### src/sv/sap_pkg.sv
// shared types and constants for the shelf atlas packer
package sap_pkg;

    localparam int SideW   = 13;
    localparam int PadW    = 4;
    localparam int SizeW   = 14;
    localparam int SumW    = 15;
    localparam int CoordW  = 12;

    localparam int InitialSideDef = 512;
    localparam int MaxSideDef     = 4096;

    localparam logic [PadW-1:0] PadReset = 4'd1;

    localparam int InDataW  = 32;
    localparam int OutDataW = 56;

    typedef enum logic [2:0] {
        ST_IDLE,
        ST_CUR_X,
        ST_CUR_Y,
        ST_NEXT_Y,
        ST_NEW_Y,
        ST_NEW_X,
        ST_GROW,
        ST_DONE
    } state_t;

    typedef struct packed {
        logic [SizeW-1:0] a;
        logic [SizeW-1:0] b;
        logic [SideW-1:0] lim;
    } fit_req_t;

    typedef struct packed {
        logic [SumW-1:0] sum;
        logic            le;
    } fit_rsp_t;

endpackage

### src/sv/sap_fit_unit.sv
// shared add and compare unit: sum of two operands and whether it fits a limit
module sap_fit_unit
(
    input  sap_pkg::fit_req_t req,
    output sap_pkg::fit_rsp_t rsp
);

    logic [sap_pkg::SumW-1:0] sum;

    assign sum     = {1'b0, req.a} + {1'b0, req.b};
    assign rsp.sum = sum;
    assign rsp.le  = sum <= {2'b00, req.lim};

endmodule

### src/sv/shelf_atlas_packer_top.sv
// shelf atlas packer: sequencer around one shared add and compare unit
// sequence: a current-shelf hit runs CUR_X, CUR_Y, DONE; else NEXT_Y, NEW_Y, NEW_X open
//   a new shelf, and each atlas doubling adds a GROW step and a retry from NEW_Y
// one item at a time: input taken only in idle; DONE waits while the last result beat is not yet taken
// reset: rst_n asynchronous, active low; pad_size to 1, atlas sides to INITIAL_SIDE,
//   shelves empty, no result beat pending
module shelf_atlas_packer_top #(
    parameter int INITIAL_SIDE = sap_pkg::InitialSideDef,
    parameter int MAX_SIDE     = sap_pkg::MaxSideDef
) (
    input  logic                          clk,
    input  logic                          rst_n,
    // configuration: pad_size
    input  logic                          cfg_wr_en,
    input  logic [sap_pkg::PadW-1:0]      cfg_wr_data,
    // request stream
    input  logic                          s_axis_tvalid,
    output logic                          s_axis_tready,
    input  logic [sap_pkg::InDataW-1:0]   s_axis_tdata,   // rect_width[12:0], rect_height[25:13]
    input  logic                          s_axis_tuser,   // fresh_atlas
    // result stream
    output logic                          m_axis_tvalid,
    input  logic                          m_axis_tready,
    output logic [sap_pkg::OutDataW-1:0]  m_axis_tdata,   // place_x, place_y, atlas width,
                                                          // used_rows, from bit 0 up
    output logic                          m_axis_tuser    // placed
);

    localparam int SW = sap_pkg::SideW;
    localparam int ZW = sap_pkg::SizeW;

    // side limits as 13-bit values (a side of 4096 still fits)
    localparam logic [SW-1:0] InitSide = SW'(INITIAL_SIDE);
    localparam logic [SW-1:0] MaxSide  = SW'(MAX_SIDE);

    // control state
    sap_pkg::state_t state_reg, state_next;
    logic            out_valid_reg, out_valid_next;

    // configuration and atlas state
    logic [sap_pkg::PadW-1:0] pad_reg;
    logic [SW-1:0] atlas_w_reg, atlas_w_next;
    logic [SW-1:0] atlas_h_reg, atlas_h_next;
    logic [SW-1:0] cursor_reg, cursor_next;
    logic [SW-1:0] top_reg, top_next;
    logic [SW-1:0] tall_reg, tall_next;

    // per-request working registers
    logic [ZW-1:0] pw_reg, pw_next;       // padded width
    logic [ZW-1:0] ph_reg, ph_next;       // padded height
    logic [ZW-1:0] tmp_reg, tmp_next;     // cursor plus padded width, kept for a hit
    logic [SW-1:0] ny_reg, ny_next;       // top of the would-be new shelf
    logic [SW-1:0] x_reg, x_next;
    logic [SW-1:0] y_reg, y_next;
    logic          ok_reg, ok_next;

    // result register, parts the output handshake from the sequencer
    logic          out_placed_reg, out_placed_next;
    logic [sap_pkg::CoordW-1:0] out_x_reg, out_x_next;
    logic [sap_pkg::CoordW-1:0] out_y_reg, out_y_next;
    logic [SW-1:0] out_w_reg, out_w_next;
    logic [SW-1:0] out_rows_reg, out_rows_next;

    sap_pkg::fit_req_t fit_req;
    sap_pkg::fit_rsp_t fit_rsp;

    logic in_beat;
    logic out_free;
    logic grow_w;
    logic grow_h;
    logic [SW-1:0] grown_side;
    logic [SW-1:0] in_w;
    logic [SW-1:0] in_h;

    assign in_w = s_axis_tdata[12:0];
    assign in_h = s_axis_tdata[25:13];

    assign s_axis_tready = (state_reg == sap_pkg::ST_IDLE);
    assign in_beat       = s_axis_tvalid && s_axis_tready;
    assign out_free      = !out_valid_reg || m_axis_tready;

    // the smaller side grows, width first on a tie; a side at the limit stays
    assign grow_w = (atlas_w_reg <= atlas_h_reg) && (atlas_w_reg < MaxSide);
    assign grow_h = !grow_w && (atlas_h_reg < MaxSide);

    // doubled side, saturated at the limit
    assign grown_side = fit_rsp.le ? fit_rsp.sum[SW-1:0] : MaxSide;

    sap_fit_unit u_fit (
        .req (fit_req),
        .rsp (fit_rsp)
    );

    // next state
    always_comb
    begin
        state_next = state_reg;
        case (state_reg)
            sap_pkg::ST_IDLE:
            begin
                if (in_beat)
                begin
                    state_next = sap_pkg::ST_CUR_X;
                end
            end
            sap_pkg::ST_CUR_X:
            begin
                state_next = fit_rsp.le ? sap_pkg::ST_CUR_Y : sap_pkg::ST_NEXT_Y;
            end
            sap_pkg::ST_CUR_Y:
            begin
                state_next = fit_rsp.le ? sap_pkg::ST_DONE : sap_pkg::ST_NEXT_Y;
            end
            sap_pkg::ST_NEXT_Y:
            begin
                state_next = sap_pkg::ST_NEW_Y;
            end
            sap_pkg::ST_NEW_Y:
            begin
                state_next = fit_rsp.le ? sap_pkg::ST_NEW_X : sap_pkg::ST_GROW;
            end
            sap_pkg::ST_NEW_X:
            begin
                state_next = fit_rsp.le ? sap_pkg::ST_DONE : sap_pkg::ST_GROW;
            end
            sap_pkg::ST_GROW:
            begin
                state_next = (grow_w || grow_h) ? sap_pkg::ST_NEW_Y : sap_pkg::ST_DONE;
            end
            sap_pkg::ST_DONE:
            begin
                if (out_free)
                begin
                    state_next = sap_pkg::ST_IDLE;
                end
            end
            default:
            begin
                state_next = sap_pkg::ST_IDLE;
            end
        endcase
    end

    // datapath and shared unit steering per state
    always_comb
    begin
        fit_req         = '0;
        atlas_w_next    = atlas_w_reg;
        atlas_h_next    = atlas_h_reg;
        cursor_next     = cursor_reg;
        top_next        = top_reg;
        tall_next       = tall_reg;
        pw_next         = pw_reg;
        ph_next         = ph_reg;
        tmp_next        = tmp_reg;
        ny_next         = ny_reg;
        x_next          = x_reg;
        y_next          = y_reg;
        ok_next         = ok_reg;
        out_valid_next  = out_valid_reg && !m_axis_tready;
        out_placed_next = out_placed_reg;
        out_x_next      = out_x_reg;
        out_y_next      = out_y_reg;
        out_w_next      = out_w_reg;
        out_rows_next   = out_rows_reg;

        case (state_reg)
            sap_pkg::ST_IDLE:
            begin
                if (in_beat)
                begin
                    pw_next = {1'b0, in_w} + {{(ZW-sap_pkg::PadW){1'b0}}, pad_reg};
                    ph_next = {1'b0, in_h} + {{(ZW-sap_pkg::PadW){1'b0}}, pad_reg};
                    ok_next = 1'b0;
                    x_next  = '0;
                    y_next  = '0;
                    // fresh atlas: back to the initial sides with no shelves
                    if (s_axis_tuser)
                    begin
                        atlas_w_next = InitSide;
                        atlas_h_next = InitSide;
                        cursor_next  = '0;
                        top_next     = '0;
                        tall_next    = '0;
                    end
                end
            end
            sap_pkg::ST_CUR_X:
            begin
                fit_req.a   = {1'b0, cursor_reg};
                fit_req.b   = pw_reg;
                fit_req.lim = atlas_w_reg;
                tmp_next    = fit_rsp.sum[ZW-1:0];
            end
            sap_pkg::ST_CUR_Y:
            begin
                fit_req.a   = {1'b0, top_reg};
                fit_req.b   = ph_reg;
                fit_req.lim = atlas_h_reg;
                if (fit_rsp.le)
                begin
                    // hit on the current shelf
                    ok_next     = 1'b1;
                    x_next      = cursor_reg;
                    y_next      = top_reg;
                    cursor_next = tmp_reg[SW-1:0];
                    if (ph_reg > {1'b0, tall_reg})
                    begin
                        tall_next = ph_reg[SW-1:0];
                    end
                end
            end
            sap_pkg::ST_NEXT_Y:
            begin
                fit_req.a = {1'b0, top_reg};
                fit_req.b = {1'b0, tall_reg};
                ny_next   = fit_rsp.sum[SW-1:0];
            end
            sap_pkg::ST_NEW_Y:
            begin
                fit_req.a   = {1'b0, ny_reg};
                fit_req.b   = ph_reg;
                fit_req.lim = atlas_h_reg;
            end
            sap_pkg::ST_NEW_X:
            begin
                fit_req.a   = pw_reg;
                fit_req.lim = atlas_w_reg;
                if (fit_rsp.le)
                begin
                    // open a new shelf below the current one
                    ok_next     = 1'b1;
                    x_next      = '0;
                    y_next      = ny_reg;
                    cursor_next = pw_reg[SW-1:0];
                    top_next    = ny_reg;
                    tall_next   = ph_reg[SW-1:0];
                end
            end
            sap_pkg::ST_GROW:
            begin
                fit_req.lim = MaxSide;
                if (grow_w)
                begin
                    fit_req.a    = {1'b0, atlas_w_reg};
                    fit_req.b    = {1'b0, atlas_w_reg};
                    atlas_w_next = grown_side;
                end
                else if (grow_h)
                begin
                    fit_req.a    = {1'b0, atlas_h_reg};
                    fit_req.b    = {1'b0, atlas_h_reg};
                    atlas_h_next = grown_side;
                end
            end
            sap_pkg::ST_DONE:
            begin
                // used rows come from the shared unit as the beat is loaded
                fit_req.a = {1'b0, top_reg};
                fit_req.b = {1'b0, tall_reg};
                if (out_free)
                begin
                    out_valid_next  = 1'b1;
                    out_placed_next = ok_reg;
                    out_x_next      = x_reg[sap_pkg::CoordW-1:0];
                    out_y_next      = y_reg[sap_pkg::CoordW-1:0];
                    out_w_next      = atlas_w_reg;
                    out_rows_next   = fit_rsp.sum[SW-1:0];
                end
            end
            default:
            begin
                fit_req = '0;
            end
        endcase
    end

    // control and atlas state
    always_ff @(posedge clk or negedge rst_n)
    begin
        if (!rst_n)
        begin
            state_reg     <= sap_pkg::ST_IDLE;
            out_valid_reg <= 1'b0;
            pad_reg       <= sap_pkg::PadReset;
            atlas_w_reg   <= InitSide;
            atlas_h_reg   <= InitSide;
            cursor_reg    <= '0;
            top_reg       <= '0;
            tall_reg      <= '0;
        end
        else
        begin
            state_reg     <= state_next;
            out_valid_reg <= out_valid_next;
            if (cfg_wr_en)
            begin
                pad_reg <= cfg_wr_data;
            end
            atlas_w_reg   <= atlas_w_next;
            atlas_h_reg   <= atlas_h_next;
            cursor_reg    <= cursor_next;
            top_reg       <= top_next;
            tall_reg      <= tall_next;
        end
    end

    // working and result payload, no reset needed
    always_ff @(posedge clk)
    begin
        pw_reg         <= pw_next;
        ph_reg         <= ph_next;
        tmp_reg        <= tmp_next;
        ny_reg         <= ny_next;
        x_reg          <= x_next;
        y_reg          <= y_next;
        ok_reg         <= ok_next;
        out_placed_reg <= out_placed_next;
        out_x_reg      <= out_x_next;
        out_y_reg      <= out_y_next;
        out_w_reg      <= out_w_next;
        out_rows_reg   <= out_rows_next;
    end

    assign m_axis_tvalid = out_valid_reg;
    assign m_axis_tuser  = out_placed_reg;
    assign m_axis_tdata  = {6'd0, out_rows_reg, out_w_reg, out_y_reg, out_x_reg};

endmodule

### config.mk
export PLATFORM = sky130hd
export DESIGN_NAME = shelf_atlas_packer_top
export DESIGN_NICKNAME = d
export VERILOG_FILES = /design/src/sv/sap_pkg.sv /design/src/sv/sap_fit_unit.sv /design/src/sv/shelf_atlas_packer_top.sv
export SDC_FILE = /design/constraint.sdc
export NUM_CORES = 1
export LEC_CHECK = 0
export BUFFER_PORTS_ARGS = -buffer_cell sky130_fd_sc_hd__buf_2
export CAP_MARGIN = 20
export CORE_MARGIN = 3
export CORE_UTILIZATION = 40
export DETAILED_ROUTE_END_ITERATION = 10
export GPL_ROUTABILITY_DRIVEN = 0
export PLACE_DENSITY = 0.57
export SETUP_SLACK_MARGIN = 0.1
export SYNTH_ARGS = -nofsm -noshare
export SYNTH_HDL_FRONTEND = slang
export SYNTH_SLANG_ARGS = --single-unit
### constraint.sdc
create_clock -name clk -period 14.7 [get_ports clk]
set_input_delay 1.47 -clock clk [delete_from_list [all_inputs] [get_ports clk]]
set_output_delay 1.47 -clock clk [all_outputs]
set_load 0.1 [all_outputs]
==> Implementation_results.wiki <==
{| class="wikitable"
! Metric !! Value
|-
| Root buffer cell || sky130_fd_sc_hd__clkbuf_16
|-
| Wire length of the first global-routing pass || 43300 um
|-
| Pin count of the biggest net entering global routing || 74
|-
| Final Hold Viols || 0
|-
| Reg2reg path depth || 29
|-
| Data required, critical path || 15100 ps
|-
| Die Outline Area || 28900 sq um
|-
| 1st-pass router iterations || 5
|-
| Number of antenna violations at the first check in global routing || 1
|-
| Resized cells post-CTS || 0
|-
| Area growth from synthesis to final layout || 15.0%
|-
| Routed length per placed instance || 20.0 um
|-
| Starting density of the core || 0.410
|-
| Total gr overflow || 0
|-
| Worst hold margin || 417 ps
|-
| Overall global routing resource usage || 0.192
|-
| Post-synthesis sequential element count || 203
|-
| Count of boundary I/O pins || 101
|-
| Placement row count || 59
|-
| Final Cycle Share || 0.525
|-
| Worst EP arrival || 8110 ps
|-
| Clock sink total || 203
|-
| Per-cell via count in the routed design || 5.58
|-
| Number of I/O port buffers || 88
|-
| Vias in the first global route || 7577
|-
| Largest fanout on the critical path || 17
|-
| Average size of a mapped cell || 11.4 sq um
|-
| EDFF count, synth || 130
|-
| Tightest slew margin relative to the limit || 0.282
|-
| Reg2reg end || cursor_reg[6]
|-
| Period minus WS final || 7710 ps
|-
| Number of buffers on the longest clock path || 3
|-
| Dominant synthesized flop cell || sky130_fd_sc_hd__edfxtp_1
|-
| Fraction of the yosys area taken by sequential cells || 0.532
|-
| Type of the worst min-delay path || register to register
|-
| HPWL after detailed placement || 19900 um
|-
| Launching element type of the critical path || register
|-
| Core region area || 26300 sq um
|-
| Detailed-route via count || 7753
|-
| Residual DRC || 0
|-
| Clock Latency Late Sink || 530 ps
|-
| Count of different cell masters after synthesis || 67
|-
| Total clock buffers created by CTS || 23
|-
| Count of yosys warnings during synthesis || 0
|-
| Final setup violation count || 0
|-
| Synthesized cell area || 10800 sq um
|-
| Run status || finished clean
|-
| Maximum level of the CTS H-tree || 1
|-
| End of the critical path || cursor_reg[6]
|-
| Slowest library cell on the worst path || sky130_fd_sc_hd__dfrtp_1
|-
| Max frequency || 130 MHz
|-
| CTS hold repair buffers || 0
|-
| Cells after synthesis || 948
|-
| Register-to-register setup slack || 6990 ps
|-
| Actual slew at the worst max-slew pin || 1080 ps
|-
| Antenna viol nets, final || 0
|-
| Total of max-cap violations || 0
|-
| Worst setup startpoint || atlas_h_reg[12]
|-
| Clock tree from TritonCTS || built
|-
| Source of the worst register-to-register timing path || atlas_h_reg[12]
|-
| NumNets Final || 1143
|-
| Final max-slew violation count || 0
|-
| Routed WL || 27800 um
|-
| Setup repair after global routing missed its margin || no
|-
| Number of setup buffers added after CTS || 0
|-
| Share of flip-flops with an asynchronous set or reset after synthesis || 0.360
|-
| Kind of critical path || register to register
|-
| DR iter-0 viols || 653
|-
| CP dominant cell by count || sky130_fd_sc_hd__ha_1
|-
| Worst stage delay on the critical path || 690 ps
|-
| Die height || 170 um
|-
| Total negative slack for setup checks || 0 ps
|-
| Clock slew seen by the registers of the worst setup and hold paths || 60 ps
|-
| Layout cells sized above 1 || 0.180
|-
| Diode insertion count for antenna repair || 0
|-
| X dimension of the die || 170 um
|-
| Clock Skew || 10.0 ps
|-
| CP endpoint kind || register
|}
## worst min path at each step
stage,startpoint,end,cells after the start
2_1_floorplan,ok_reg,m_axis_tuser,0
3_3_place_gp,y_reg[2],out_y_reg[2],0
3_5_place_dp,y_reg[4],out_y_reg[4],0
4_1_cts,y_reg[4],out_y_reg[4],0
5_1_grt,y_reg[4],out_y_reg[4],0
6_report,y_reg[3],out_y_reg[3],0
## worst max-delay path: cells and delay by family (launching register included)
kind | cells | cell delay [ps]
DFF | 1 | 690
muxes | 3 | 840
and+or+nand+nor | 8 | 1480
adders and majority gates | 4 | 1420
buffers and inverters | 4 | 740
AOI/OAI and AO/OA | 10 | 2380
## cell type report
type                            count  area (sq um)
Inverter                           61           229
Tap cell                          335           419
Timing Repair Buffer              110           628
Clock inverter                     12           151
Sequential cell                   203          5730
Clock buffer                       30           632
Fill cell                        2457         13900
Multi-Input combinational cell    639          4590
## placed cells by master, fill, tap and decap left out, drive strengths merged, types with 21 or more instances in the layout
master,count
edfxtp,130
nor2,70
clkbuf,30
a21oi,44
inv,61
dfrtp,70
a21o,21
ha,60
nand2,83
o21ai,52
mux2i,41
buf,110
a22oi,26
a22o,33
## per-stage QoR
step | setup slack (ps) | instances | area [sq um] | utilization
2_1_floorplan | 7590 | 953 | 10800 | -
3_3_place_gp | 7200 | 1347 | 11600 | 0.440
3_5_place_dp | 7110 | 1347 | 11600 | 0.440
4_1_cts | 7030 | 1389 | 12400 | 0.470
5_1_grt | 6440 | 1390 | 12400 | 0.471
6_report | 6990 | 1390 | 12400 | 0.471
## cell families (layout without fill, tap and decap cells)
kind of cell / Yosys count / in the layout / share of synthesized area
XOR/XNOR: 32 / 32 / 0.0273
flip-flops: 203 / 203 / 0.532
AND/OR/NAND/NOR: 235 / 235 / 0.102
multiplexers: 60 / 60 / 0.0580
adder cells (fa/ha/maj): 63 / 63 / 0.0753
AO/OA/AOI/OAI: 243 / 243 / 0.160
buffers and inverters: 111 / 213 / 0.0445
other: 1 / 6 / 0.000348
## metal layers
layer	global-route usage	vias to the layer above	part of all wire
met5	0	-	0.00047
met4	0.0744	2	0.038
met3	0.0269	62	0.073
met2	0.304	266	0.45
met1	0.269	3755	0.44
li1	-	3668	-
## cell usage after synthesis, types with 9 or more instances
master                     number  area share
sky130_fd_sc_hd__o221ai_1      12      0.0098
sky130_fd_sc_hd__xor2_1        13       0.011
sky130_fd_sc_hd__mux2_2        19       0.020
sky130_fd_sc_hd__a22o_1        33       0.027
sky130_fd_sc_hd__nand4_1        9      0.0052
sky130_fd_sc_hd__clkbuf_1      30       0.010
sky130_fd_sc_hd__a221oi_1      12      0.0098
sky130_fd_sc_hd__a22oi_1       26       0.018
sky130_fd_sc_hd__nor2_1        68       0.024
sky130_fd_sc_hd__xnor2_1       18       0.015
sky130_fd_sc_hd__a21oi_1       44       0.020
sky130_fd_sc_hd__nand3_1       10      0.0046
sky130_fd_sc_hd__mux2i_1       41       0.038
sky130_fd_sc_hd__inv_1         60       0.021
sky130_fd_sc_hd__nor2b_1       10      0.0058
sky130_fd_sc_hd__o21ai_0       46       0.021
sky130_fd_sc_hd__nor3_1        10      0.0046
sky130_fd_sc_hd__a21o_1        21       0.015
sky130_fd_sc_hd__nand2b_1       9      0.0052
sky130_fd_sc_hd__edfxtp_1     130        0.36
sky130_fd_sc_hd__and2_1        15      0.0087
sky130_fd_sc_hd__nand2_1       83       0.029
sky130_fd_sc_hd__ha_1          60       0.070
sky130_fd_sc_hd__dfrtp_1       70        0.16
Power is not shown: default switching activity piles up to over one toggle a cycle in this logic, so the estimate is an artifact.
